[config.mk]
export PLATFORM = sky130hd
export DESIGN_NAME = hsv2rgb_scale
export DESIGN_NICKNAME = d
export VERILOG_FILES = /design/src/sv/hsv2rgb_pkg.sv /design/src/sv/hsv2rgb_scale.sv
export SDC_FILE = /design/constraint.sdc
export NUM_CORES = 2
export LEC_CHECK = 0
export BUFFER_PORTS_ARGS = -buffer_cell sky130_fd_sc_hd__buf_2
export CORE_ASPECT_RATIO = 0.75
export CORE_UTILIZATION = 40
export DETAILED_ROUTE_END_ITERATION = 6
export GPL_TIMING_DRIVEN = 0
export HOLD_SLACK_MARGIN = 0.15
export PLACE_DENSITY_LB_ADDON = 0.25
export SLEW_MARGIN = 20
export SYNTH_ARGS = -nofsm -noshare
export SYNTH_HDL_FRONTEND = slang
export SYNTH_SLANG_ARGS = --single-unit
[constraint.sdc]
create_clock -name clk -period 7.1 [get_ports clk]
set_input_delay 0.355 -clock clk [delete_from_list [all_inputs] [get_ports clk]]
set_output_delay 0.355 -clock clk [all_outputs]
set_load 0.03 [all_outputs]
[src/sv/hsv2rgb_pkg.sv]
// ----------------------------------------------------------------------------
// HSV to RGB converter package
// Shared types and constants for the HSV to RGB conversion pipeline.
// ----------------------------------------------------------------------------
package hsv2rgb_pkg;

    localparam logic [6:0]  PCT_MAX    = 7'd100;
    localparam logic [8:0]  DEG_FULL   = 9'd360;
    localparam logic [8:0]  DEG_SEXT   = 9'd60;
    localparam logic [8:0]  DEG_THIRD  = 9'd120;

    // floor(h / 360) for any 16-bit h is (h * HUE_RECIP) >> HUE_SHIFT.
    localparam logic [15:0] HUE_RECIP  = 16'd46604;
    localparam int          HUE_SHIFT  = 24;

    // Terms are in units of 1/600000; 255/600000 reduces to 17/40000.
    localparam logic [12:0] V_SCALE    = 13'd6000;
    localparam logic [5:0]  C_SCALE    = 6'd60;
    localparam logic [4:0]  CH_MUL     = 5'd17;
    // floor(y / 40000) for y below 2^24 is (y * CH_RECIP) >> CH_SHIFT.
    localparam logic [24:0] CH_RECIP   = 25'd27487791;
    localparam int          CH_SHIFT   = 40;

    typedef enum logic [2:0] {
        SEC_RED_YEL,
        SEC_YEL_GRN,
        SEC_GRN_CYN,
        SEC_CYN_BLU,
        SEC_BLU_MAG,
        SEC_MAG_RED
    } sector_t;

    // After the coarse hue quotient.
    typedef struct packed {
        logic [15:0] hue;
        logic [7:0]  quot;
        logic [6:0]  sat;
        logic [6:0]  bri;
    } quot_t;

    // After sector selection.
    typedef struct packed {
        sector_t     sector;
        logic [5:0]  ramp;
        logic [13:0] vs;
        logic [6:0]  bri;
    } sect_t;

    typedef logic [19:0] frac_t;

    // Channel fractions in units of 1/600000.
    typedef struct packed {
        frac_t r;
        frac_t g;
        frac_t b;
    } mix_t;

endpackage

[src/sv/hsv2rgb_scale.sv]
// ----------------------------------------------------------------------------
// HSV to RGB channel scale stages
// Two register stages: multiply each fraction by 17, then divide by 40000
// through a reciprocal multiply. The second stage is the output register.
// ----------------------------------------------------------------------------
module hsv2rgb_scale
    import hsv2rgb_pkg::*;
(
    input  logic       clk,
    input  logic       rst_n,
    input  logic       mix_valid,
    output logic       mix_ready,
    input  mix_t       mix,
    output logic       out_valid,
    input  logic       out_ready,
    output logic [7:0] red,
    output logic [7:0] green,
    output logic [7:0] blue
);

    logic        y_valid_reg;
    logic [23:0] y_reg  [3];
    logic [23:0] y_next [3];
    logic        y_adv;
    frac_t       frac   [3];

    logic        o_valid_reg;
    logic [7:0]  o_reg  [3];
    logic [7:0]  o_next [3];
    logic        o_adv;
    logic [48:0] o_prod [3];

    assign o_adv     = !o_valid_reg || out_ready;
    assign y_adv     = !y_valid_reg || o_adv;
    assign mix_ready = y_adv;

    assign frac[0] = mix.r;
    assign frac[1] = mix.g;
    assign frac[2] = mix.b;

    always_comb
    begin
        for (int i = 0; i < 3; i++)
        begin
            y_next[i] = 24'(frac[i]) * 24'(CH_MUL);
            o_prod[i] = 49'(y_reg[i]) * 49'(CH_RECIP);
            o_next[i] = o_prod[i][CH_SHIFT +: 8];
        end
    end

    always_ff @(posedge clk or negedge rst_n)
    begin
        if (!rst_n)
        begin
            y_valid_reg <= 1'b0;
            o_valid_reg <= 1'b0;
        end
        else
        begin
            if (y_adv)
            begin
                y_valid_reg <= mix_valid;
            end
            if (o_adv)
            begin
                o_valid_reg <= y_valid_reg;
            end
        end
    end

    always_ff @(posedge clk)
    begin
        for (int i = 0; i < 3; i++)
        begin
            if (y_adv && mix_valid)
            begin
                y_reg[i] <= y_next[i];
            end
            if (o_adv && y_valid_reg)
            begin
                o_reg[i] <= o_next[i];
            end
        end
    end

    assign out_valid = o_valid_reg;
    assign red       = o_reg[0];
    assign green     = o_reg[1];
    assign blue      = o_reg[2];

endmodule

Word level (Yosys, flattened, before mapping). Memories as Yosys holds them, arrays and structs flattened. Index checks and enable logic that the tools add are counted.

Bits in registers: 2. Bits in latches: 0. Bits in writable memories: 96. Bits in read-only memories: 0. Bits of input ports: 64. Output and inout port bits: 26. Logic and storage cells: 20. Memories kept: 2.

Add/subtract/negate cells: 0. Multiply operators: 6. Divide/modulo/power cells: 0. Magnitude comparators: 0. Equality and inequality tests: 0. Shifts and indexed selects: 0. Muxes and demuxes: 4. Bitwise gates (word level): 0. Reduce and logical (&&, ||, !) cells: 6.

Memory list: y_reg (depth 3, width 24, read ports 3, clocked after Yosys merged registers in 0, wr ports 3, RTL line hsv2rgb_scale.sv:22) `logic [23:0] y_reg [3];`; o_reg (depth 3, width 8, read ports 3, clocked after Yosys merged registers in 0, wr ports 3, RTL line hsv2rgb_scale.sv:28) `logic [7:0] o_reg [3];`.

Operator list (count): 24-bit by 25-bit multiplier with 48-bit output, second input constant (3); 20-bit by 5-bit multiplier with 24-bit output, second input constant (3); 1-bit 2-to-1 mux (4); 1-bit logical AND (2); 1-bit zero test (2); 1-bit logical OR (2).

Logic depth before layout (Yosys ltp).
Depth in word-level cells: 6. Gate-level depth with buffers: 23. Gate-level depth less buffers: 23.

Least setup slack after synthesis. OpenSTA, ideal clock, no wires.

Kind: reg2reg. Start point: memory y_reg[0][2]. End point: memory o_reg[0][6] (data pin). Library setup time: 262 ps. Arrival: 5813 ps. Data required time: 6838 ps. Slack: 1025 ps. Cell stages (with the launch flop): 22. Path buffers: 0. Clock period less this slack: 6075 ps. Cells stage by stage: edfxtp_1 ha_1 inv_1 fa_1 fa_1 fa_1 fa_1 inv_1 fa_1 inv_1 fa_1 inv_1 ha_1 a211o_1 o2111ai_1 a211o_1 a31oi_1 a311oi_2 o221ai_2 a211oi_2 o21bai_1 xor2_1.

RTL lines (RTL line): start, declared (hsv2rgb_scale.sv:22); end, declared (hsv2rgb_scale.sv:28).

==> flow_metrics.env <==
export IMPL_synth_async_reset_ratio_pct=2.04
export IMPL_grt_start_max_net_pins=49
export IMPL_cts_root_buffer="clkbuf_16"
export IMPL_synth_distinct_cells=65
export IMPL_syn2layout_area_growth_pct=8.96
export IMPL_maxCapViolCount=0
export IMPL_worst_path_max_fanout=6
export IMPL_grt_antenna_before_repair=1
export IMPL_timing_hold_worst_class="in -> reg"
export IMPL_unrepaired_setup_endpoints_after_global_routing="true"
export IMPL_post_synth_inst_count=3429
export IMPL_route_detailed_wl_per_inst_um=18.0
export IMPL_tritoncts="done"
export IMPL_cts_made_buffers=9
export IMPL_hpwlAfterDp_mm=80.0
export IMPL_largest_register_ff_count=72
export IMPL_hold_violations=0
export IMPL_worst_clock_skew_on_the_final_layout_ns=0.0141
export IMPL_htree_levels=3
export IMPL_status="complete, no violations"
export IMPL_slew_viol_final=0
export IMPL_floorplan_initialDensity_pct=40.3
export IMPL_finalSetupTns_ns=0
export IMPL_floorplan_die_height_um=262
export IMPL_yosys_warnings=0
export IMPL_remaining_drc_errors=0
export IMPL_setup_worst_path_class="reg -> reg"
export IMPL_mostFrequentLayoutCells="inv_1 (1187), ha_1 (810), fa_1 (729)"
export IMPL_arrival_ns=7.11
export IMPL_synthesis_area_per_instance_um2=10.5
export IMPL_rr_startpoint="y_reg[0][54]"
export IMPL_syn_area_um2=36100
export IMPL_worst_setup_path_start_kind="flip-flop"
export IMPL_die_w_um=349
export IMPL_cts_buffer_depth=2
export IMPL_achievable_frequency_mhz=144
export IMPL_first_global_vias=24099
export IMPL_layout_commonest_cell="inv_1"
export IMPL_instances_no_fill=4854
export IMPL_routabilityCongestion=0.937
export IMPL_final_setup_viol_count=0
export IMPL_global_route_usage_total_pct=20.0
export IMPL_finalWorstSetupSlack_ns=0.152
export IMPL_wl_mm=87.6
export IMPL_sinks_on_clock_net=98
export IMPL_firstDrtPassIters=5
export IMPL_die_area_um2=91500
export IMPL_number_of_placement_rows=95
export IMPL_final_net_count=5252
export IMPL_synth_seq_area_share_pct=8.12
export IMPL_dp_cells=4732
export IMPL_avgViaCountPerCell=4.69
export IMPL_post_synthesis_sequential_element_count=98
export IMPL_max_slew_margin_rel_pct=61.7
export IMPL_cts_clk_slew_worst_paths_ns=0.07
export IMPL_hold_path_startpoint="mix[22]"
export IMPL_io_pins=90
export IMPL_postSynthNetCount=5044
export IMPL_total_core_area_um2=89500
export IMPL_worst_setup_path_startpoint="y_reg[0][54]"
export IMPL_synth_edf_count=96
export IMPL_via_count=22775
export IMPL_numPortBuffers=89
export IMPL_ys_dominant_reg_cell="edfxtp_1"
export IMPL_drtIter0Drc=1133
export IMPL_detailedPlace_worstSlack_ns=-0.624
export IMPL_layout_worst_path_cycle_share_pct=97.9
export IMPL_cp_end_kind="flip-flop"
export IMPL_grt_first_pass_wirelength_mm=138
export IMPL_timing_final_crit_period_ns=6.95
export IMPL_worst_slew_pin_transition_ns=0.574
export IMPL_clock_insertion_delay_worst_skew_ns=0.42
export IMPL_drive_above_1_share_pct=6.89
export IMPL_route_antenna_remaining_nets=0
export IMPL_data_required_time_at_the_worst_endpoint_ns=7.26
export IMPL_grt_overflow_total=0
-- final timing paths --
| check | end | cells past startpoint | slack (ns) |
|---|---|---|---|
| min in group asynchronous | y_valid_reg | 2 | 0.26 |
| min | y_reg[0][26] | 1 | 0.17 |
| max reg2reg | o_reg[0][22] | 24 | 0.15 |
| max in group asynchronous | out_valid | 2 | 6.75 |
| max | o_reg[0][22] | 24 | 0.15 |
| min reg2reg | out_valid | 1 | 0.50 |
-- logic make-up (layout without fill, tap and decap cells) --
logic type	Yosys count	count (layout)	synth area share [%]
DFF	98	98	8.12
buffers and inverters	1193	1405	12.4
adders and majority gates	1551	1551	69.0
xor gates and xnor gates	92	92	2.23
AOI/OAI and AO/OA	265	265	5.03
other	0	1	0
and+or+nand+nor	227	227	3.08
muxes	3	3	0.0832
-- timing repair --
item	in CTS	in global routing
buffers inserted	5	90
endpoints found under the setup margin	13	17
pin swaps	1	18
resized for setup	6	25
hold buffers	11	0
hold endpoints to repair	12	0
-- worst max-delay path, cell delays in order (launching register included) --
cell and delay (ns):
edfxtp_1 0.51, buf_4 0.22, fa_1 0.58, ha_1 0.22, inv_1 0.08, fa_1 0.53, inv_1 0.06, fa_1 0.53
inv_1 0.07, fa_1 0.52, inv_1 0.05, fa_1 0.47, inv_1 0.04, fa_1 0.49, inv_1 0.05, ha_1 0.26
nand3_1 0.15, o221ai_2 0.13, a221oi_4 0.50, o211ai_1 0.33, a21oi_2 0.34, o21bai_4 0.12, a41o_1 0.23, a21oi_2 0.14
xnor2_1 0.07
-- area by class of cell --
type	count	area, um2
Antenna cell	1	2.50
Buffer	2	7.51
Clock buffer	9	225
Clock inverter	6	43.8
Fill cell	8579	50200
Inverter	1191	4470
Multi-Input combinational cell	2138	28800
Sequential cell	98	2930
Tap cell	1212	1520
Timing Repair Buffer	197	1320
-- metal layers --
metal	vias to the layer above	wire length [um]	track usage, %
li1	10930	-	-
met1	11275	44400	30.3
met2	532	33200	26.9
met3	36	9110	8.18
met4	2	684	2.63
met5	-	117	0.918
-- synthesized netlist by cell type, types with 5 or more instances --
library cell	count	share of area, %
o21a_1	9	0.19
edfxtp_1	96	8.0
nand4_1	14	0.24
nor2_1	55	0.57
nor2b_1	17	0.29
and3_1	13	0.23
xor2_1	32	0.78
o21bai_1	9	0.19
nand3_1	26	0.36
ha_1	816	28
a21oi_1	91	1.3
nand2_1	48	0.50
xnor2_1	60	1.5
a31oi_1	11	0.19
o21ai_1	6	0.083
fa_1	735	41
nor3_1	20	0.28
a211oi_1	5	0.10
nor4_1	6	0.10
inv_1	1191	12
or2_2	8	0.14
a21o_1	48	1.0
o21ai_0	33	0.46
nand2b_1	11	0.19
-- stage by stage --
step	utilization, %	area, um2	hold slack (ns)
detailed placement	42.6	38100	0.145
global placement	42.5	38100	0.143
global route	43.9	39300	0.157
finish	43.9	39300	0.172
CTS	43.1	38600	0.153
floorplan	-	36100	0.0594
Power is left out: the tool's default activity adds up to more than one toggle a clock period on the data nets, which glitch-free logic cannot reach.
