`src/sv/hsv2rgb_pkg.sv`:
```
// ----------------------------------------------------------------------------
// HSV to RGB converter package
// Shared types and constants for the HSV to RGB conversion pipeline.
// ----------------------------------------------------------------------------
package hsv2rgb_pkg;

    localparam logic [6:0]  PCT_MAX    = 7'd100;
    localparam logic [8:0]  DEG_FULL   = 9'd360;
    localparam logic [8:0]  DEG_SEXT   = 9'd60;
    localparam logic [8:0]  DEG_THIRD  = 9'd120;

    // floor(h / 360) for any 16-bit h is (h * HUE_RECIP) >> HUE_SHIFT.
    localparam logic [15:0] HUE_RECIP  = 16'd46604;
    localparam int          HUE_SHIFT  = 24;

    // Terms are in units of 1/600000; 255/600000 reduces to 17/40000.
    localparam logic [12:0] V_SCALE    = 13'd6000;
    localparam logic [5:0]  C_SCALE    = 6'd60;
    localparam logic [4:0]  CH_MUL     = 5'd17;
    // floor(y / 40000) for y below 2^24 is (y * CH_RECIP) >> CH_SHIFT.
    localparam logic [24:0] CH_RECIP   = 25'd27487791;
    localparam int          CH_SHIFT   = 40;

    typedef enum logic [2:0] {
        SEC_RED_YEL,
        SEC_YEL_GRN,
        SEC_GRN_CYN,
        SEC_CYN_BLU,
        SEC_BLU_MAG,
        SEC_MAG_RED
    } sector_t;

    // After the coarse hue quotient.
    typedef struct packed {
        logic [15:0] hue;
        logic [7:0]  quot;
        logic [6:0]  sat;
        logic [6:0]  bri;
    } quot_t;

    // After sector selection.
    typedef struct packed {
        sector_t     sector;
        logic [5:0]  ramp;
        logic [13:0] vs;
        logic [6:0]  bri;
    } sect_t;

    typedef logic [19:0] frac_t;

    // Channel fractions in units of 1/600000.
    typedef struct packed {
        frac_t r;
        frac_t g;
        frac_t b;
    } mix_t;

endpackage

```
`src/sv/hsv2rgb_sector.sv`:
```
// ----------------------------------------------------------------------------
// HSV to RGB hue sector stages
// Two register stages: hue quotient by 360 with saturation and value clamped to 100,
// then hue modulo 360, the sector, the ramp term and the value-saturation product.
// ----------------------------------------------------------------------------
module hsv2rgb_sector
    import hsv2rgb_pkg::*;
(
    input  logic        clk,
    input  logic        rst_n,
    input  logic        in_valid,
    output logic        in_ready,
    input  logic [15:0] hue,
    input  logic [6:0]  saturation,
    input  logic [6:0]  brightness,
    output logic        sect_valid,
    input  logic        sect_ready,
    output sect_t       sect
);

    logic        q_valid_reg;
    quot_t       q_reg;
    quot_t       q_next;
    logic        q_adv;
    logic [31:0] hue_prod;

    logic        s_valid_reg;
    sect_t       s_reg;
    sect_t       s_next;
    logic        s_adv;
    logic [16:0] hue_base;
    logic [8:0]  hue_red;
    logic [8:0]  hue_mod;

    assign s_adv    = !s_valid_reg || sect_ready;
    assign q_adv    = !q_valid_reg || s_adv;
    assign in_ready = q_adv;

    always_comb
    begin
        hue_prod    = 32'(hue) * 32'(HUE_RECIP);
        q_next.hue  = hue;
        q_next.quot = hue_prod[HUE_SHIFT +: 8];
        q_next.sat  = (saturation > PCT_MAX) ? PCT_MAX : saturation;
        q_next.bri  = (brightness > PCT_MAX) ? PCT_MAX : brightness;
    end

    always_ff @(posedge clk or negedge rst_n)
    begin
        if (!rst_n)
        begin
            q_valid_reg <= 1'b0;
        end
        else if (q_adv)
        begin
            q_valid_reg <= in_valid;
        end
    end

    always_ff @(posedge clk)
    begin
        if (q_adv && in_valid)
        begin
            q_reg <= q_next;
        end
    end

    always_comb
    begin
        hue_base = {1'b0, q_reg.hue} - 17'(q_reg.quot) * 17'(DEG_FULL);
        hue_red  = hue_base[8:0];

        if (hue_red < DEG_SEXT)
        begin
            s_next.sector = SEC_RED_YEL;
        end
        else if (hue_red < DEG_THIRD)
        begin
            s_next.sector = SEC_YEL_GRN;
        end
        else if (hue_red < 9'(DEG_THIRD + DEG_SEXT))
        begin
            s_next.sector = SEC_GRN_CYN;
        end
        else if (hue_red < 9'(2 * DEG_THIRD))
        begin
            s_next.sector = SEC_CYN_BLU;
        end
        else if (hue_red < 9'(2 * DEG_THIRD + DEG_SEXT))
        begin
            s_next.sector = SEC_BLU_MAG;
        end
        else
        begin
            s_next.sector = SEC_MAG_RED;
        end

        if (hue_red >= 9'(2 * DEG_THIRD))
        begin
            hue_mod = hue_red - 9'(2 * DEG_THIRD);
        end
        else if (hue_red >= DEG_THIRD)
        begin
            hue_mod = hue_red - DEG_THIRD;
        end
        else
        begin
            hue_mod = hue_red;
        end

        // The ramp rises over the first half of each 120-degree span and falls over the second.
        s_next.ramp = (hue_mod >= DEG_SEXT) ? 6'(DEG_THIRD - hue_mod) : hue_mod[5:0];
        s_next.vs   = 14'(q_reg.sat) * 14'(q_reg.bri);
        s_next.bri  = q_reg.bri;
    end

    always_ff @(posedge clk or negedge rst_n)
    begin
        if (!rst_n)
        begin
            s_valid_reg <= 1'b0;
        end
        else if (s_adv)
        begin
            s_valid_reg <= q_valid_reg;
        end
    end

    always_ff @(posedge clk)
    begin
        if (s_adv && q_valid_reg)
        begin
            s_reg <= s_next;
        end
    end

    assign sect_valid = s_valid_reg;
    assign sect       = s_reg;

endmodule

```
`config.mk`:
```
export PLATFORM = sky130hd
export DESIGN_NAME = hsv2rgb_sector
export DESIGN_NICKNAME = d
export VERILOG_FILES = /design/src/sv/hsv2rgb_pkg.sv /design/src/sv/hsv2rgb_sector.sv
export SDC_FILE = /design/constraint.sdc
export NUM_CORES = 1
export LEC_CHECK = 0
export BUFFER_PORTS_ARGS = -buffer_cell sky130_fd_sc_hd__buf_2
export CAP_MARGIN = 20
export CORE_MARGIN = 5
export CORE_UTILIZATION = 30
export DETAILED_ROUTE_END_ITERATION = 12
export SLEW_MARGIN = 20
export SYNTH_ARGS = -nofsm -noshare
export SYNTH_HDL_FRONTEND = slang
export SYNTH_SLANG_ARGS = --single-unit
```
`constraint.sdc`:
```
create_clock -name clk -period 4.5 [get_ports clk]
set_input_delay 0.225 -clock clk [delete_from_list [all_inputs] [get_ports clk]]
set_output_delay 0.225 -clock clk [all_outputs]
set_load 0.01 [all_outputs]
```
## Word level (Yosys, flattened, before mapping)

Cells that the tools add are included.

| operators by class | value |
|---|---|
| add/sub/neg operators | 4 |
| multiply operators | 3 |
| order comparisons | 10 |
| multiplexer cells | 7 |
| reduce and logical (&&, ||, !) cells | 8 |

Operators by type and width:

| kind | number |
|---|---|
| $mul 16x14->30 const B | 1 |
| $lt 9x8->1 const B | 2 |
| $mux 9 | 2 |
| $gt 7x7->1 const B | 2 |
| $mul 7x7->14 | 1 |
| $ge 9x6->1 const B | 1 |
| $ge 9x7->1 const B | 1 |
| $ge 9x8->1 const B | 1 |
| $lt 9x6->1 const B | 1 |
| $lt 9x7->1 const B | 1 |
| $lt 9x9->1 const B | 1 |
| $sub 9x7->9 const B | 1 |
| $sub 9x8->9 const B | 1 |
| $sub 9x9->9 | 1 |
| $mul 8x6->6 const B | 1 |
| $mux 6 | 1 |
| $sub 6x6->6 const A | 1 |
| $mux 2 | 2 |
| $reduce_or 4->1 | 1 |
| $logic_and 1x1->1 | 2 |
| $logic_not 1->1 | 2 |
| $logic_or 1x1->1 | 2 |
| $mux 1 | 2 |
| $reduce_or 2->1 | 1 |

| storage, ports and cells | value |
|---|---|
| register bits | 63 |
| logic and storage cells | 44 |

## Longest topological paths before layout

Gate-level depths: netlist of run 1.

| logic depth | value |
|---|---|
| depth after elaboration | 7 |
| gate-level depth with buffers | 21 |

## Least setup slack after synthesis of run 1

Ideal clock, no wire load.

| timing | value |
|---|---|
| path type | input -> register |
| start point | input hue[5] |
| end point | register q_reg[18] (netlist bit), data pin |
| setup time | 266 ps |
| data arrival time | 4924 ps |
| required time | 4234 ps |
| path slack | -689 ps |
| stages | 20 |
| cells stage by stage | ha_1 > inv_1 > fa_1 > inv_1 > fa_1 > inv_1 > fa_1 > inv_1 > fa_1 > inv_1 > fa_1 > inv_1 > ha_1 > and4_1 > a221oi_1 > o221a_2 > o41ai_1 > a31oi_1 > a21boi_0 > xor2_1 |

| on the way | value |
|---|---|
| word-level cells in the longest chain between the ends | 1 |

Ends and longest elaborated chain:

| what | RTL line | RTL |
|---|---|---|
| from (decl) | hsv2rgb_sector.sv:13 | `input logic [15:0] hue,` |
| $mul 16x14->30 | hsv2rgb_sector.sv:41 | `hue_prod = 32'(hue) * 32'(HUE_RECIP);` |
| net hue_prod[28] | hsv2rgb_sector.sv:25 | `logic [31:0] hue_prod;` |
| to (signal assigned) | hsv2rgb_sector.sv:64 | `q_reg <= q_next;` |
| to (decl) | hsv2rgb_sector.sv:22 | `quot_t q_reg;` |

The timed path passes the listed nets, and every way through them passes these cells.
A chain may end at the register's enable or synchronous reset.

## Worst setup path after layout of run 1

| timing | value |
|---|---|
| start point | input hue[7] |
| end point | register q_reg[17] (netlist bit), data pin |

The elaborated chain is that of the path after synthesis.

==> results of run 1 <==
## metal layers
metal / GRT usage / wire length [microns]
met3: 0.0149 / 431
met2: 0.204 / 7910
met1: 0.149 / 7360
met4: 0.0236 / 143
met5: 0 / 0
## final timing paths
path,from,endpoint,cells past startpoint
worst min register to register,q_valid_reg,sect_valid,1
min in group asynchronous,rst_n,sect_valid,2
worst min-delay path,saturation[6],q_reg[13],1
max in group asynchronous,rst_n,q_valid_reg,2
worst max-delay path,hue[7],q_reg[17],22
worst max register to register,q_reg[9],sect[19],14
## layout make-up
type	count	area, sq um	share of cell area
multi-input combinational	504	5560	0.574
timing repair buffer	143	962	0.0992
sequential	61	1820	0.188
clock inverter	3	68.8	0.00710
inverter	164	618	0.0637
tap	330	413	0.0426
clock buffer	13	250	0.0258
## layout by cell type (no fill, tap or decap), drive strengths merged, types with 3 or more instances in the layout
cell	n
inv	164
ha	152
buf	142
fa	77
edfxtp	59
nand2	37
and2	36
xnor2	28
a21oi	28
nor2	18
a21o	15
o21ai	13
clkbuf	13
nor3	11
xor2	8
o21bai	7
nor2b	6
nand2b	5
nand3	5
a31oi	5
or2	4
mux2	4
o2111ai	3
## repair_timing
item,in CTS,in global routing
gates cloned,0,0
hold endpoints to repair,2,0
pin swaps,9,5
hold buffers,1,0
resized for setup,21,21
setup endpoints to repair,6,13
setup buffers,1,5
## metrics by stage
step	setup slack [ns]	area, sq um	utilization
6_report	-0.219	9700	0.384
5_1_grt	-0.371	9700	0.384
4_1_cts	-0.220	9540	0.378
3_5_place_dp	-0.664	9090	0.360
3_3_place_gp	-0.584	9090	0.360
2_1_floorplan	-0.279	7850	-
## logic make-up after synthesis
| family | synth area share |
|---|---|
| adder cells (fa/ha/maj) | 0.446 |
| buffers and inverters | 0.0847 |
| AND/OR/NAND/NOR | 0.0926 |
| AO/OA/AOI/OAI | 0.0912 |
| flip-flops | 0.236 |
| XOR/XNOR | 0.0409 |
| multiplexers | 0.00811 |
## worst max-delay path: stages
cell,delay (ns)
buf_8,0.11
ha_4,0.26
inv_4,0.03
fa_1,0.52
inv_1,0.05
fa_1,0.47
inv_1,0.05
fa_1,0.47
inv_1,0.05
fa_1,0.47
inv_1,0.05
fa_1,0.47
inv_1,0.04
ha_2,0.16
a21o_1,0.16
a21o_1,0.16
a221oi_2,0.24
o221a_2,0.25
o41ai_4,0.08
a31oi_2,0.19
nor2b_2,0.18
xnor2_1,0.08
==> results.py, run 1 <==
metrics = {
    "outcome": {
        "status": "complete, but fails checks",
        "violations": "negative setup slack",
    },
    "cts": {
        "clock_tree.root_cell": "clkbuf_16",
        "clk_latency_ns": 0.32,
        "clk_path_buf_depth": 2,
        "htree_levels": 3,
        "cts_tree": "yes",
        "cts_buffers": 9,
        "cts.sinks": 61,
        "clkTransAtPathRegs_ns": 0.05,
    },
    "finish": {
        "fin_cells": 1218,
        "antenna_cells": 0,
        "nFillCells": 2485,
        "fin_nets": 1146,
        "syn2layout_area_growth_pct": 25.7,
        "drive_gt1_frac": 0.241,
        "largest_reg_flops": 30,
    },
    "route": {
        "via_per_inst": 4.46,
        "wl_per_cell_microns": 13.0,
        "route.vias.total": 5433,
        "postRouteWirelength_microns": 15800,
        "first_pass_iters": 5,
        "ant_nets": 0,
        "drt_iter0_drc": 187,
        "drc_errors": 0,
    },
    "timing": {
        "fin_crit_sh": 1.05,
        "clock_skew_ns": 0.00995,
        "whs_ns": 0.0920,
        "period_minus_slack_ns": 4.72,
        "fmax_mhz": 212,
        "fin_ws_ns": -0.219,
        "drv_slew": 0,
        "rsz0062_at_grt": "yes",
        "relSlewSlack": 0.468,
        "tightest_slew_ns": 0.793,
        "finalSetupViolCount": 6,
        "hold_violations": 0,
        "setup_tns_ns": -0.876,
    },
    "placed_design": {
        "dp.final_hpwl_microns": 13900,
        "place.gp.congestion": 0.785,
        "place_inst": 1195,
        "io_buffers": 65,
    },
    "global_route": {
        "grt_max_degree": 31,
        "grt_pass1_vias": 5711,
        "grt_pass1_wl_microns": 27100,
        "grt_overflow_total": 0,
        "grt_usage": 0.115,
        "antenna_found_initial": 0,
    },
    "synthesis": {
        "synth.largest_area_cell": "ha_1",
        "avgSynthCellArea_sq_um": 10.5,
        "synth_async_sr_flop_share": 0.0328,
        "synth_cells": 736,
        "ys_seq_elements": 61,
        "syn_area_sq_um": 7710,
        "synthTopCellsByCount": "inv_1, ha_1, fa_1, edfxtp_1, nand2_1",
        "synth.distinct_cells": 66,
        "netlist_top_cells_area": "ha_1, edfxtp_1, fa_1",
        "syn_nets": 999,
        "synth_most_common_cell": "inv_1",
        "yosys_warnings": 0,
        "synth_top_area_share": 0.247,
        "synth.yosys.seq_area_share": 0.236,
        "synth_flop_cell": "edfxtp_1",
        "synth_edf_count": 59,
    },
    "worst_setup_path": {
        "r2r_slack_ns": 0.19,
        "path_max_fanout": 4,
        "end_kind": "flop",
        "critPathRequiredTime_ns": 4.57,
        "path_class": "primary input to flop",
        "arrival_ns": 4.79,
        "worstSetupStartpointType": "primary input",
    },
    "floorplan": {
        "dieArea_sq_um": 29000,
        "ios": 66,
        "rows": 58,
        "die_h_microns": 170,
        "core-area_sq_um": 25300,
        "start_util": 0.305,
        "die_x_microns": 170,
    },
    "flow_run": {
        "max-cap-violations": 0,
    },
    "min_path": {
        "min_path_type": "primary input to flop",
    },
}
Power of run 1 is not shown: default switching activity piles up to over one toggle a cycle in this logic, so the estimate is an artifact.
==> inputs of run 2 (changes only) <==
--- a/config.mk
+++ b/config.mk
@@ -10,6 +10,7 @@
 export CORE_MARGIN = 5
 export CORE_UTILIZATION = 30
 export DETAILED_ROUTE_END_ITERATION = 12
+export REMOVE_ABC_BUFFERS = 1
 export SLEW_MARGIN = 20
 export SYNTH_ARGS = -nofsm -noshare
 export SYNTH_HDL_FRONTEND = slang
==> run 2 against run 1 <==
Compared with the run above: critical endpoint is now q_reg[18]; via count rose by 0.77%; critical path depth stayed put; the flow still finishes with violations (negative setup slack); register-to-register slack improved by 0.02 ns.
==> results.py, run 2 (same netlist as run 1, synthesis figures left out) <==
metrics = {
    "timing": {
        "setup_tns_ns": -1.17,
        "rsz0062_at_grt": "yes",
        "clock_skew_ns": 0.00599,
        "drv_slew": 0,
        "finalSetupViolCount": 6,
        "fin_ws_ns": -0.272,
        "hold_violations": 0,
        "whs_ns": 0.0981,
        "fin_crit_sh": 1.06,
        "fmax_mhz": 210,
        "tightest_slew_ns": 0.778,
        "relSlewSlack": 0.477,
        "period_minus_slack_ns": 4.77,
    },
    "worst_setup_path": {
        "end_kind": "flop",
        "critPathRequiredTime_ns": 4.58,
        "arrival_ns": 4.85,
        "path_class": "primary input to flop",
        "reg2reg_depth": 16,
        "path_max_fanout": 3,
        "regToRegStartpoint": "q_reg[1]",
        "r2r_slack_ns": 0.21,
        "worstSetupStartpointType": "primary input",
        "reg2reg_to": "sect[19]",
        "cp-startpoint": "hue[4]",
        "crit_path_end": "q_reg[18]",
    },
    "floorplan": {
        "dieArea_sq_um": 29000,
        "core-area_sq_um": 25300,
        "rows": 58,
        "start_util": 0.305,
        "die_x_microns": 170,
        "die_h_microns": 170,
        "ios": 66,
    },
    "route": {
        "wl_per_cell_microns": 12.9,
        "drt_iter0_drc": 193,
        "via_per_inst": 4.48,
        "route.vias.total": 5475,
        "postRouteWirelength_microns": 15800,
        "drc_errors": 0,
        "ant_nets": 0,
        "first_pass_iters": 4,
    },
    "finish": {
        "fin_cells": 1222,
        "drive_gt1_frac": 0.267,
        "fin_nets": 1150,
        "largest_reg_flops": 30,
        "layout_common_cells": "inv_1, ha_1, buf_4, fa_1, buf_2",
        "antenna_cells": 0,
        "design_area_sq_um": 9760,
        "syn2layout_area_growth_pct": 26.5,
        "final_common_cell": "inv_1",
    },
    "cts": {
        "cts_buffers": 9,
        "clock_tree.root_cell": "clkbuf_16",
        "clkTransAtPathRegs_ns": 0.05,
        "clk_latency_ns": 0.33,
        "clk_path_buf_depth": 2,
        "cts.sinks": 61,
        "htree_levels": 3,
        "cts_tree": "yes",
    },
    "placed_design": {
        "dp.final_hpwl_microns": 13300,
        "io_buffers": 65,
        "place.gp.congestion": 0.809,
        "place_inst": 1193,
        "placed_area_sq_um": 8930,
    },
    "outcome": {
        "status": "complete, but fails checks",
        "violations": "negative setup slack",
    },
    "global_route": {
        "grt_max_degree": 31,
        "grt_pass1_wl_microns": 26300,
        "grt_overflow_total": 0,
        "antenna_found_initial": 0,
        "grt_pass1_vias": 5513,
        "grt_usage": 0.111,
    },
    "min_path": {
        "min_path_type": "primary input to flop",
    },
    "flow_run": {
        "max-cap-violations": 0,
    },
}
[run 2: cell types whose count changed in the layout (fill, tap and decap cells not counted), sizes merged]
cell / previous run / this run
bufinv: 2 / 1
buf: 142 / 146
clkinvlp: 0 / 1
[run 2: routing by layer]
layer,global-route usage,part of all wire
met3,0.0128,0.036
met2,0.182,0.47
met1,0.152,0.47
met4,0.0375,0.018
met5,0,0
[run 2: worst min path at each step]
| stage | startpoint | end | cells past startpoint |
|---|---|---|---|
| floorplan | rst_n | q_valid_reg | 0 |
| global placement | rst_n | q_valid_reg | 1 |
| detailed placement | rst_n | sect_valid | 1 |
| CTS | saturation[6] | q_reg[13] | 1 |
| global route | saturation[6] | q_reg[13] | 1 |
| finish | saturation[6] | q_reg[13] | 1 |
[run 2: area by class of cell]
type                    instances  area (sq um)
well taps                     330           413
clock buffers                  13           270
multi-input cells             504          5630
clock inverters                 3          42.5
repair buffers                147           970
fillers                      2506         15500
flip-flops and latches         61          1820
inverters                     164           616
[run 2: critical path: stages]
cell,delay [ns]
buf_8,0.11
ha_4,0.26
inv_2,0.04
fa_1,0.51
inv_2,0.04
fa_1,0.48
inv_1,0.05
fa_1,0.48
inv_2,0.04
fa_1,0.47
inv_1,0.05
fa_1,0.49
inv_2,0.04
ha_4,0.15
a21o_1,0.17
a21o_1,0.18
a221oi_2,0.28
o221a_2,0.26
o41ai_4,0.09
a31oi_2,0.18
a21boi_1,0.11
xor2_1,0.16
[run 2: per-stage QoR]
stage	worst slack, ns	utilization
after detailed placement	-1.00	0.354
final	-0.272	0.386
after floorplan	-0.689	-
after global placement	-0.969	0.354
after CTS	-0.220	0.378
after global routing	-0.404	0.386
[run 2: repair_timing]
action	CTS	global route
hold endpoints to repair	2	0
resized for setup	47	27
pin swaps	40	25
endpoints found under the setup margin	6	9
hold buffers	1	0
setup buffers	1	12
Power of run 2 is left out for the same reason.
