$ cat src/sv/hsv2rgb_pkg.sv
// ----------------------------------------------------------------------------
// HSV to RGB converter package
// Shared types and constants for the HSV to RGB conversion pipeline.
// ----------------------------------------------------------------------------
package hsv2rgb_pkg;

    localparam logic [6:0]  PCT_MAX    = 7'd100;
    localparam logic [8:0]  DEG_FULL   = 9'd360;
    localparam logic [8:0]  DEG_SEXT   = 9'd60;
    localparam logic [8:0]  DEG_THIRD  = 9'd120;

    // floor(h / 360) for any 16-bit h is (h * HUE_RECIP) >> HUE_SHIFT.
    localparam logic [15:0] HUE_RECIP  = 16'd46604;
    localparam int          HUE_SHIFT  = 24;

    // Terms are in units of 1/600000; 255/600000 reduces to 17/40000.
    localparam logic [12:0] V_SCALE    = 13'd6000;
    localparam logic [5:0]  C_SCALE    = 6'd60;
    localparam logic [4:0]  CH_MUL     = 5'd17;
    // floor(y / 40000) for y below 2^24 is (y * CH_RECIP) >> CH_SHIFT.
    localparam logic [24:0] CH_RECIP   = 25'd27487791;
    localparam int          CH_SHIFT   = 40;

    typedef enum logic [2:0] {
        SEC_RED_YEL,
        SEC_YEL_GRN,
        SEC_GRN_CYN,
        SEC_CYN_BLU,
        SEC_BLU_MAG,
        SEC_MAG_RED
    } sector_t;

    // After the coarse hue quotient.
    typedef struct packed {
        logic [15:0] hue;
        logic [7:0]  quot;
        logic [6:0]  sat;
        logic [6:0]  bri;
    } quot_t;

    // After sector selection.
    typedef struct packed {
        sector_t     sector;
        logic [5:0]  ramp;
        logic [13:0] vs;
        logic [6:0]  bri;
    } sect_t;

    typedef logic [19:0] frac_t;

    // Channel fractions in units of 1/600000.
    typedef struct packed {
        frac_t r;
        frac_t g;
        frac_t b;
    } mix_t;

endpackage

$ cat src/sv/hsv2rgb_mix.sv
// ----------------------------------------------------------------------------
// HSV to RGB channel mix stage
// One register stage: forms chroma, ramp and offset and places them on
// the three channels according to the sector.
// ----------------------------------------------------------------------------
module hsv2rgb_mix
    import hsv2rgb_pkg::*;
(
    input  logic  clk,
    input  logic  rst_n,
    input  logic  sect_valid,
    output logic  sect_ready,
    input  sect_t sect,
    output logic  mix_valid,
    input  logic  mix_ready,
    output mix_t  mix
);

    logic  m_valid_reg;
    mix_t  m_reg;
    mix_t  m_next;
    logic  m_adv;
    frac_t chroma;
    frac_t ramp;
    frac_t offset;

    assign m_adv      = !m_valid_reg || mix_ready;
    assign sect_ready = m_adv;

    always_comb
    begin
        chroma = 20'(sect.vs) * 20'(C_SCALE);
        ramp   = 20'(sect.vs) * 20'(sect.ramp);
        // Chroma never exceeds 6000 * v, so the offset stays non-negative.
        offset = 20'(sect.bri) * 20'(V_SCALE) - chroma;

        case (sect.sector)
            SEC_RED_YEL:
            begin
                m_next.r = chroma + offset;
                m_next.g = ramp + offset;
                m_next.b = offset;
            end
            SEC_YEL_GRN:
            begin
                m_next.r = ramp + offset;
                m_next.g = chroma + offset;
                m_next.b = offset;
            end
            SEC_GRN_CYN:
            begin
                m_next.r = offset;
                m_next.g = chroma + offset;
                m_next.b = ramp + offset;
            end
            SEC_CYN_BLU:
            begin
                m_next.r = offset;
                m_next.g = ramp + offset;
                m_next.b = chroma + offset;
            end
            SEC_BLU_MAG:
            begin
                m_next.r = ramp + offset;
                m_next.g = offset;
                m_next.b = chroma + offset;
            end
            default:
            begin
                m_next.r = chroma + offset;
                m_next.g = offset;
                m_next.b = ramp + offset;
            end
        endcase
    end

    always_ff @(posedge clk or negedge rst_n)
    begin
        if (!rst_n)
        begin
            m_valid_reg <= 1'b0;
        end
        else if (m_adv)
        begin
            m_valid_reg <= sect_valid;
        end
    end

    always_ff @(posedge clk)
    begin
        if (m_adv && sect_valid)
        begin
            m_reg <= m_next;
        end
    end

    assign mix_valid = m_valid_reg;
    assign mix       = m_reg;

endmodule

$ cat config.mk
export PLATFORM = sky130hd
export DESIGN_NAME = hsv2rgb_mix
export DESIGN_NICKNAME = d
export VERILOG_FILES = /design/src/sv/hsv2rgb_pkg.sv /design/src/sv/hsv2rgb_mix.sv
export SDC_FILE = /design/constraint.sdc
export NUM_CORES = 1
export LEC_CHECK = 0
export BUFFER_PORTS_ARGS = -buffer_cell sky130_fd_sc_hd__buf_2
export CORE_ASPECT_RATIO = 0.7
export CORE_MARGIN = 2
export CORE_UTILIZATION = 40
export DETAILED_ROUTE_END_ITERATION = 6
export SYNTH_ARGS = -nofsm -noshare
export SYNTH_HDL_FRONTEND = slang
export SYNTH_SLANG_ARGS = --single-unit
$ cat constraint.sdc
create_clock -name clk -period 3.5 [get_ports clk]
set_input_delay 1.05 -clock clk [delete_from_list [all_inputs] [get_ports clk]]
set_output_delay 1.05 -clock clk [all_outputs]
set_load 0.02 [all_outputs]
After elaboration in Yosys (flattened, before gate mapping)
Cells that the tools add are included.
{"block": "totals", "ff_bits": 61, "inputBits": 34, "output_inout_bits": 62, "wordCells": 19}
{"block": "op_classes", "addsub": 3, "mul": 3, "eq_ne": 4, "muxes": 1, "reduce_logical": 4}
{"cell": "60-bit case mux with 5 select lines", "count": 1}
{"cell": "20-bit adder", "count": 2}
{"cell": "14-bit by 6-bit multiplier with 20-bit output", "count": 1}
{"cell": "20-bit subtractor", "count": 1}
{"cell": "14-bit by 4-bit multiplier with 18-bit output, second input constant", "count": 1}
{"cell": "7-bit by 9-bit multiplier with 16-bit output, second input constant", "count": 1}
{"cell": "3-bit by 2-bit == test with 1-bit output, second input constant", "count": 2}
{"cell": "3-bit by 1-bit == test with 1-bit output, second input constant", "count": 1}
{"cell": "3-bit == test, second input constant", "count": 1}
{"cell": "3-bit logical NOT", "count": 1}
{"cell": "1-bit logical AND", "count": 1}
{"cell": "1-bit logical NOT", "count": 1}
{"cell": "1-bit logical OR", "count": 1}

Depth between registers and ports, before layout
Gate-level depths: netlist of run 1.
{"block": "logic_depth", "ltp_word": 4, "mapped_depth": 34}

Worst setup path before layout of run 1
Ideal clock, no wire load.
{"block": "synth_path", "path_type": "input to register", "startpoint": "in sect[4] (netlist name)", "endpoint": "reg m_reg, in the netlist mix[59], data pin", "setup_ns": 0.263, "t_arrival_ns": 7.288, "slack_ns": -4.051, "path_stages": 32, "n_path_buf": 0, "cell_sequence": "inv_1 -> fa_1 -> fa_1 -> inv_1 -> fa_1 -> inv_1 -> fa_1 -> inv_1 -> ha_1 -> o21a_1 -> o21a_1 -> o21a_1 -> o21ai_1 -> nand2_1 -> nor2_1 -> nor2_1 -> ha_1 -> and3_1 -> a21o_1 -> o41ai_2 -> xnor2_1 -> inv_1 -> fa_1 -> inv_1 -> ha_1 -> a21oi_1 -> o21ai_1 -> a21oi_1 -> xnor2_1 -> a21oi_1 -> a211oi_2 -> xnor2_1"}
{"item": "start: declaration", "line": "hsv2rgb_mix.sv:13", "rtl": "input sect_t sect,"}
{"item": "end signal: assignment", "line": "hsv2rgb_mix.sv:93", "rtl": "m_reg <= m_next;"}
{"item": "end: declaration", "line": "hsv2rgb_mix.sv:20", "rtl": "mix_t m_reg;"}

==> flow_metrics.tcl, run 1 <==
set metrics [dict create \
    synth_compound_area_frac 0.185 \
    clock_latency_ns 0.34 \
    die_h_um 140 \
    firstDrtPassIters 6 \
    synth_flop_cell "edfxtp_1" \
    cts_tree "done" \
    synth_area_leaders "fa_1 (21%), edfxtp_1 (17%), ha_1 (14%)" \
    synth_xor_area_frac 0.0634 \
    hold_path_class "in2async" \
    synth-edff-count 60 \
    startpoint_type "input port" \
    tightest_slew_ns 0.957 \
    viasPerCell 5.04 \
    grt.overflow.total 0 \
    yosysSeqAreaShare 0.173 \
    yosys_warnings 0 \
    cts_max_level 3 \
    cpMostUsedCell "fa_1" \
    rows 49 \
    rsz0062_at_grt "yes" \
    startpoint "sect[4]" \
    routedWlPerCell_um 16.5 \
    die_area_um2 27800 \
    first_iter_violations 638 \
    post-dp-hpwl_mm 26.5 \
    period_needed_ns 7.41 \
    violations "negative setup slack" \
    gp_congestion 0.876 \
    synth_fa_ha_area_frac 0.345 \
    max_slew_margin 0.360 \
    fin_nets 1941 \
    grt_pass1_wl_mm 52.2 \
    synth_mux_area_frac 0.00709 \
    grt_usage 0.236 \
    ys_ff_latch 61 \
    drive_gt1_frac 0.452 \
    hold_viol 0 \
    cts_buffer_depth 2 \
    crit_arrival_ns 7.49 \
    cts_hold_buf 0 \
    syn_avg_cell_area_um2 8.62 \
    syn_inst 1227 \
    synth_top_family_by_area "adder cells" \
    clkSinkCount 61 \
    num-fill-cells 2057 \
    cts.clk_slew.worst_paths_ns 0.05 \
    ant_nets 0 \
    syn-cell-area_um2 10600 \
    synth_fp_nets 1487 \
    placed_cells 1964 \
    crit_path_end_kind "flip-flop" \
    synth_top_area_frac 0.206 \
    grt_pass1_vias 10200 \
    cts_inserted_buffers 9 \
    drc 0 \
    cp.required_ns 3.58 \
    cp_top_family "adder cells" \
    worst-path-buf-inv 7 \
    coreArea_um2 25800 \
    cp_max_fo 4 \
    cp_slowest_cell "fa_1" \
    diodes 0 \
    dieWidth_um 198 \
    fin_cells 2043 \
    postSynth.asyncResetShare 0.0164 \
    vias 10300 \
    yosys.area_share.simple 0.146 \
    cts_root_buffer "clkbuf_16" \
    start_util 0.410 \
    synth.distinct_cells 71 \
    grt_max_degree 61 \
    placement.io_buffers 95 \
    io_pins 96 \
    wl_mm 33.8 \
    antenna_found_initial 0 \
    reg2reg_from "mix_valid$_DFFE_PN0N_" \
    finalClockSkew_ns 0.00724 \
    fin_ws_ns -3.91 \
    cap_viol_max_count 0 \
    critical_path_class "in2reg" \
    synth_top_cell_by_area "fa_1" \
    slew_viol_final 0 \
    setup_viol 48 \
    cpPeakStageDelay_ns 0.59 \
    max_freq_mhz 135 \
    syn2layout_area_growth_pct 54.7 \
    status "complete, but fails checks" \
    min_period_over_period 2.12 \
]
[flip-flops by register name, indices dropped and copies added, names as in the netlist]
| name | count |
|---|---|
| mix_valid | 1 |
| mix | 60 |
[stage by stage]
stage / TNS, ns / cell area, um^2 / hold slack [ns] / util / setup slack [ns]
6_report: -136.52 / 16400 / 0.481 / 0.634 / -3.91
5_1_grt: -147.54 / 16400 / 0.480 / 0.634 / -4.23
4_1_cts: -130.65 / 15500 / 0.477 / 0.602 / -3.84
3_5_place_dp: -159.10 / 14200 / 0.520 / 0.552 / -4.47
3_3_place_gp: -154.26 / 14200 / 0.508 / 0.552 / -4.33
2_1_floorplan: -123.99 / 11100 / 0.754 / - / -4.01
[metal layers]
metal	wire, um	share of wire	global-route usage	vias to the layer above
met5	0	0	0	-
met4	490	0.015	0.0475	0
met3	2010	0.060	0.0354	31
met2	14600	0.43	0.351	287
met1	16600	0.49	0.362	4930
li1	-	-	-	5047
[logic make-up (layout without fill, tap and decap cells)]
kind of cell,count (synthesis),in the layout
and+or+nand+nor,342,342
adders and majority gates,226,226
muxes,7,7
buffers and inverters,230,689
DFF,61,61
AOI/OAI and AO/OA,287,287
xor gates and xnor gates,74,74
[cell usage after synthesis (all sizes together) (13+ instances only)]
master and n:
a211oi 22, a21o 21, a21oi 79, a221oi 18, and2 22, clkbuf 31
edfxtp 60, fa 109, ha 117, inv 196, nand2 141, nand2b 18
nor2 91, nor3 22, o21a 14, o21ai 69, o22ai 13, xnor2 45
xor2 29
[what timing repair did]
action,CTS,global route
setup endpoints to repair,51,51
resized for setup,124,150
buffers inserted,38,27
pin swaps,67,72
[cell type report]
type / count / area [um^2] / share of cell area
Clock buffer: 9 / 225 / 0.0138
Clock inverter: 7 / 97.6 / 0.00596
Inverter: 196 / 751 / 0.0459
Multi-Input combinational cell: 936 / 9460 / 0.578
Sequential cell: 61 / 1830 / 0.112
Tap cell: 357 / 447 / 0.0273
Timing Repair Buffer: 477 / 3560 / 0.217
[cells in the final DEF, fill, tap and decap left out, types with 14 or more instances in the layout]
master    count
nor3_1       17
inv_2        34
and2_1       20
o21ai_1      31
o21ai_0      22
ha_4         37
edfxtp_1     60
buf_6        37
buf_2        88
a21o_1       21
a21oi_1      43
nand2_1     123
inv_1       158
xor2_1       18
o21a_1       14
fa_1        106
a21oi_2      24
nand2b_1     17
nor2_1       77
buf_4       346
ha_1         78
xnor2_1      25
[worst paths after layout]
check	to	slack [ns]	depth (start not counted)
min in group clk	mix_valid$_DFFE_PN0N_	0.54	2
min	mix_valid$_DFFE_PN0N_	0.48	1
max reg2reg	mix[42]$_DFFE_PP_	1.90	3
max in group asynchronous	mix_valid$_DFFE_PN0N_	2.94	1
max	mix[58]$_DFFE_PP_	-3.91	32
min reg2reg	mix_valid$_DFFE_PN0N_	0.54	2
Power of run 1 is not shown: default switching activity piles up to over one toggle a cycle in this logic, so the estimate is an artifact.
==> run 2, diff against run 1 <==
--- a/config.mk
+++ b/config.mk
@@ -10,6 +10,7 @@
 export CORE_MARGIN = 2
 export CORE_UTILIZATION = 40
 export DETAILED_ROUTE_END_ITERATION = 6
+export MAX_ROUTING_LAYER = met4
 export SYNTH_ARGS = -nofsm -noshare
 export SYNTH_HDL_FRONTEND = slang
 export SYNTH_SLANG_ARGS = --single-unit
==> run 2 against run 1 <==
The run still ends with negative setup slack left. Fmax increased by 0.18%. Die area did not move. Register-to-register slack improved by 0.32 ns. Global-route usage grew 1.4 points. Critical path depth shrank 1. Non-clock buffer count decreased by 9. Worst hold slack better by 0.012 ns. Via count up 1.5%. Clock skew shrank 0.00073 ns. Cell count is 0.44% lower. Critical path type unchanged.
==> flow_metrics.tcl, run 2 (synthesized netlist as in run 1, its figures left out) <==
set metrics [dict create \
    top_layer_used "met4" \
    tightest_slew_ns 0.991 \
    cts_buffer_depth 2 \
    cpMostUsedCell "fa_1" \
    io_pins 96 \
    grt_usage 0.250 \
    multi_input_area_um2 9560 \
    drc 0 \
    cp.required_ns 3.56 \
    gp_congestion 0.886 \
    syn2layout_area_growth_pct 54.9 \
    post-dp-hpwl_mm 26.3 \
    cpPeakStageDelay_ns 0.52 \
    grt_pass1_vias 10300 \
    dieWidth_um 198 \
    wl_met3_mm 2.10 \
    wl_met1_mm 16.4 \
    max_freq_mhz 135 \
    final_common_cell "buf_4" \
    num-fill-cells 2094 \
    critical_path_class "in2reg" \
    grt.overflow.total 0 \
    largest_reg_flops 60 \
    final_cell_mix "buf_4 (340), inv_1 (161), nand2_1 (128), fa_1 (106), buf_2 (86)" \
    fin_ws_ns -3.90 \
    cts_max_level 3 \
    crit_path_end_kind "flip-flop" \
    grt_max_degree 61 \
    clkSinkCount 61 \
    drive_gt1_frac 0.449 \
    crit_arrival_ns 7.46 \
    vias 10400 \
    dr_wl_met2_mm 14.6 \
    firstDrtPassIters 6 \
    dpl_worst_slack_ns -4.49 \
    die_area_um2 27800 \
    area.sequential_um2 1830 \
    viasPerCell 5.14 \
    cp_max_fo 6 \
    rsz0062_at_grt "yes" \
    startpoint_type "input port" \
    grt_pass1_wl_mm 53.6 \
    cp_slowest_cell "or4b_1" \
    rows 49 \
    wl_mm 33.5 \
    period_needed_ns 7.40 \
    status "complete, but fails checks" \
    hold_path_class "in2async" \
    coreArea_um2 25800 \
    min_period_over_period 2.11 \
    cts_tree "done" \
    cap_viol_max_count 0 \
    slew_viol_final 0 \
    cts_root_buffer "clkbuf_16" \
    setup_viol 48 \
    antenna_found_initial 1 \
    finalClockSkew_ns 0.00651 \
    violations "negative setup slack" \
    cts.clk_slew.worst_paths_ns 0.05 \
    placement.io_buffers 95 \
    ant_nets 0 \
    start_util 0.410 \
    clock_latency_ns 0.33 \
    die_h_um 140 \
    holdWs_ns 0.493 \
    fin_nets 1932 \
    cts_inserted_buffers 9 \
    routedWlPerCell_um 16.5 \
    max_slew_margin 0.337 \
    first_iter_violations 746 \
    hold_viol 0 \
]
[run 2: cell type report]
type	count	area share
multi-input cells	936	0.583
repair buffers	468	0.213
flip-flops and latches	61	0.111
inverters	196	0.0458
well taps	357	0.0272
clock buffers	10	0.0140
clock inverters	5	0.00466
diodes	1	0.000153
[run 2: final timing paths]
path                                  startpoint                     to  slack [ns]  depth (start not counted)
setup / recovery                         sect[5]      mix[39]$_DFFE_PP_       -3.90                         31
hold / removal                             rst_n  mix_valid$_DFFE_PN0N_        0.49                          1
setup reg to reg           mix_valid$_DFFE_PN0N_       mix[0]$_DFFE_PP_        2.22                          3
hold reg to reg            mix_valid$_DFFE_PN0N_  mix_valid$_DFFE_PN0N_        0.53                          2
max in group asynchronous                  rst_n  mix_valid$_DFFE_PN0N_        2.92                          1
min in group clk           mix_valid$_DFFE_PN0N_  mix_valid$_DFFE_PN0N_        0.53                          2
[run 2: per-layer routing]
layer  global-route usage  up-vias
li1                     -     5024
met1                0.377     4998
met2                0.373      389
met3               0.0197       34
met4               0.0340        0
met5                    -        -
[run 2: worst max-delay path, delay by kind of cell]
| family | cells | cell delay (ns) |
|---|---|---|
| adders and majority gates | 8 | 3.07 |
| buffers and inverters | 7 | 0.50 |
| and+or+nand+nor | 4 | 0.93 |
| xor gates and xnor gates | 2 | 0.19 |
| AOI/OAI and AO/OA | 10 | 1.71 |
[run 2: repair_timing]
item / CTS / global route
pin swaps: 109 / 36
setup buffers: 46 / 16
resized for setup: 182 / 110
hold buffers: 0 / 0
endpoints found under the setup margin: 51 / 50
[run 2: through the flow]
step | utilization | cells | instance area (um^2) | setup TNS, ns
after global routing | 0.635 | 2034 | 16400 | -144.68
after global placement | 0.551 | 1960 | 14200 | -154.34
after floorplan | - | 1227 | 11100 | -123.99
final | 0.635 | 2034 | 16400 | -135.13
after detailed placement | 0.551 | 1960 | 14200 | -158.79
after CTS | 0.612 | 2020 | 15800 | -132.33
Power of run 2 is left out for the same reason.
==> run 3, diff against run 2 <==
--- a/config.mk
+++ b/config.mk
@@ -5,12 +5,14 @@
 export SDC_FILE = /design/constraint.sdc
 export NUM_CORES = 1
 export LEC_CHECK = 0
+export ABC_AREA = 1
 export BUFFER_PORTS_ARGS = -buffer_cell sky130_fd_sc_hd__buf_2
 export CORE_ASPECT_RATIO = 0.7
 export CORE_MARGIN = 2
-export CORE_UTILIZATION = 40
+export CORE_UTILIZATION = 55
 export DETAILED_ROUTE_END_ITERATION = 6
 export MAX_ROUTING_LAYER = met4
+export PLACE_DENSITY = 0.75
 export SYNTH_ARGS = -nofsm -noshare
 export SYNTH_HDL_FRONTEND = slang
 export SYNTH_SLANG_ARGS = --single-unit
==> run 3 against run 2 <==
The flow finishes with violations (design-rule violations, negative setup slack). Via count increased by 17%. Count of clock-buffer cells in the layout decreased by 1. First-iteration DRC count increased to 2.6 times the previous value. Largest cell class unchanged. Flip-flop and latch count unchanged. Critical path type unchanged. Cell count decreased by 2.0%. Sequential share of layout area about the same. Routed wire length increased by 34%.
==> flow_metrics.tcl, run 3 <==
set metrics [dict create \
    min_period_over_period 2.04 \
    grt_pass1_vias 11700 \
    synth-edff-count 60 \
    syn_inst 1277 \
    cap_viol_max_count 0 \
    fin_nets 2012 \
    placed_cells 1908 \
    worst-path-buf-inv 10 \
    die_area_um2 19900 \
    synth.top_cells.by_count "nand2_1 (292), inv_1 (275), ha_1 (117), fa_1 (109), a21oi_1 (61)" \
    routedWlPerCell_um 22.6 \
    start_util 0.568 \
    synth_top_cell_by_area "fa_1" \
    cp_slowest_cell "fa_1" \
    cts_root_buffer "clkbuf_16" \
    syn-cell-area_um2 10300 \
    largest_reg_flops 60 \
    cp_top_family "adder cells" \
    first_iter_violations 1962 \
    viasPerCell 6.13 \
    cp_max_fo 4 \
    syn2layout_area_growth_pct 58.1 \
    fin_cells 1993 \
    grt_pass1_wl_mm 60.0 \
    gp_congestion 0.981 \
    cts_hold_buf 0 \
    synth_top_area_frac 0.211 \
    fin_ws_ns -3.65 \
    hold_path_class "in2async" \
    final_common_cell "buf_4" \
    postSynth.asyncResetShare 0.0164 \
    finalClockSkew_ns 0.0114 \
    max_freq_mhz 140 \
    wl_mm 45.0 \
    yosys_warnings 0 \
    max_slew_margin 0.435 \
    grt_max_degree 61 \
    status "complete, but fails checks" \
    violations "design-rule violations, negative setup slack" \
    cp.required_ns 3.66 \
    tns_ns -131.88 \
    rows 41 \
    die_h_um 119 \
    hold_viol 0 \
    dpl_worst_slack_ns -3.91 \
    synth_flop_cell "edfxtp_1" \
    synth_fp_nets 1537 \
    drc 7 \
    yosysSeqAreaShare 0.177 \
    antenna_found_initial 0 \
    cts_tree "done" \
    startpoint "sect[5]" \
    grt_usage 0.391 \
    cts_buffer_depth 2 \
    coreArea_um2 18200 \
    reg2reg_from "mix_valid$_DFFE_PN0N_" \
    cpPeakStageDelay_ns 0.58 \
    drive_gt1_frac 0.477 \
    rsz0062_at_grt "yes" \
    setup_viol 49 \
    diodes 0 \
    cts.clk_slew.worst_paths_ns 0.06 \
    crit_path_end_kind "flip-flop" \
    synth_area_leaders "fa_1 (21%), edfxtp_1 (17%), ha_1 (14%)" \
    syn_avg_cell_area_um2 8.09 \
    rr_worst_depth 2 \
    crit_arrival_ns 7.31 \
    vias 12200 \
    tightest_slew_ns 0.845 \
    cpMostUsedCell "fa_1" \
    ant_nets 0 \
    placement.io_buffers 95 \
    critical_path_class "in2reg" \
    cts_inserted_buffers 9 \
    startpoint_type "input port" \
    clkSinkCount 61 \
    cts_max_level 3 \
    synth_most_common_cell "nand2_1" \
    clock_latency_ns 0.34 \
    firstDrtPassIters 7 \
    final_cell_mix "buf_4 (325), nand2_1 (242), inv_1 (235), fa_1 (105), buf_2 (86)" \
    synth.distinct_cells 46 \
    dieWidth_um 168 \
    r2r_slack_ns 1.88 \
    grt.overflow.total 0 \
    period_needed_ns 7.15 \
    slew_viol_final 0 \
    ys_ff_latch 61 \
    post-dp-hpwl_mm 26.6 \
    r2r-end "mix[40]$_DFFE_PP_" \
    io_pins 96 \
    final_util 0.897 \
    cp_num_cells 33 \
]
run 3: cell count changes in the layout (fill, tap and decap cells not counted), moves of 20 or more:
cell	previous run	this run
nand2_1	128	242
nand2_2	7	52
inv_1	161	235
nand3_1	7	38
nor2_1	78	18
and2_1	21	1
buf_6	35	62
nand3_2	3	29
run 3: per-stage QoR:
step | cell area [um^2] | hold WS [ns]
floorplan | 10900 | 0.754
finish | 16300 | 0.486
detailed placement | 13900 | 0.570
CTS | 15400 | 0.483
global placement | 13900 | 0.558
global route | 16300 | 0.487
run 3: area by class of cell:
type	instances	area, um^2
multi-input combinational	915	9160
timing repair buffer	479	3680
fill	776	1870
sequential	61	1830
inverter	286	1090
tap	236	295
clock buffer	9	225
clock inverter	7	65.1
run 3: kinds of logic (layout without fill, tap and decap cells):
logic type	count (synthesis)	after routing	synth area share
AOI/OAI and AO/OA	173	173	0.109
DFF	61	61	0.177
and+or+nand+nor	459	459	0.202
buffers and inverters	301	781	0.110
adders and majority gates	226	226	0.353
xor gates and xnor gates	57	57	0.0490
run 3: repair_timing:
item                       4_1_cts  5_1_grt
pin swaps                      102       94
setup endpoints to repair       50       50
gates resized for setup        189      157
buffers inserted                57       27
run 3: routing by layer:
layer | up-vias | track usage | routed length (um)
met5 | - | - | 0
met4 | 0 | 0.134 | 4090
met2 | 1063 | 0.638 | 20100
met3 | 435 | 0.0877 | 5450
met1 | 5676 | 0.484 | 15400
li1 | 5038 | - | -
run 3: worst max path at each step:
| stage | to |
|---|---|
| final | mix[57]$_DFFE_PP_ |
| after global routing | mix[18]$_DFFE_PP_ |
| after CTS | mix[18]$_DFFE_PP_ |
| after detailed placement | mix[18]$_DFFE_PP_ |
| after global placement | mix[19]$_DFFE_PP_ |
| after floorplan | mix[18]$_DFFE_PP_ |
run 3: worst reg2reg max path, cell delays in order (launching register included):
cell	delay [ns]
dfrtp_1	0.42
a21oi_4	0.15
buf_4	0.66
Power of run 3 is left out for the same reason.
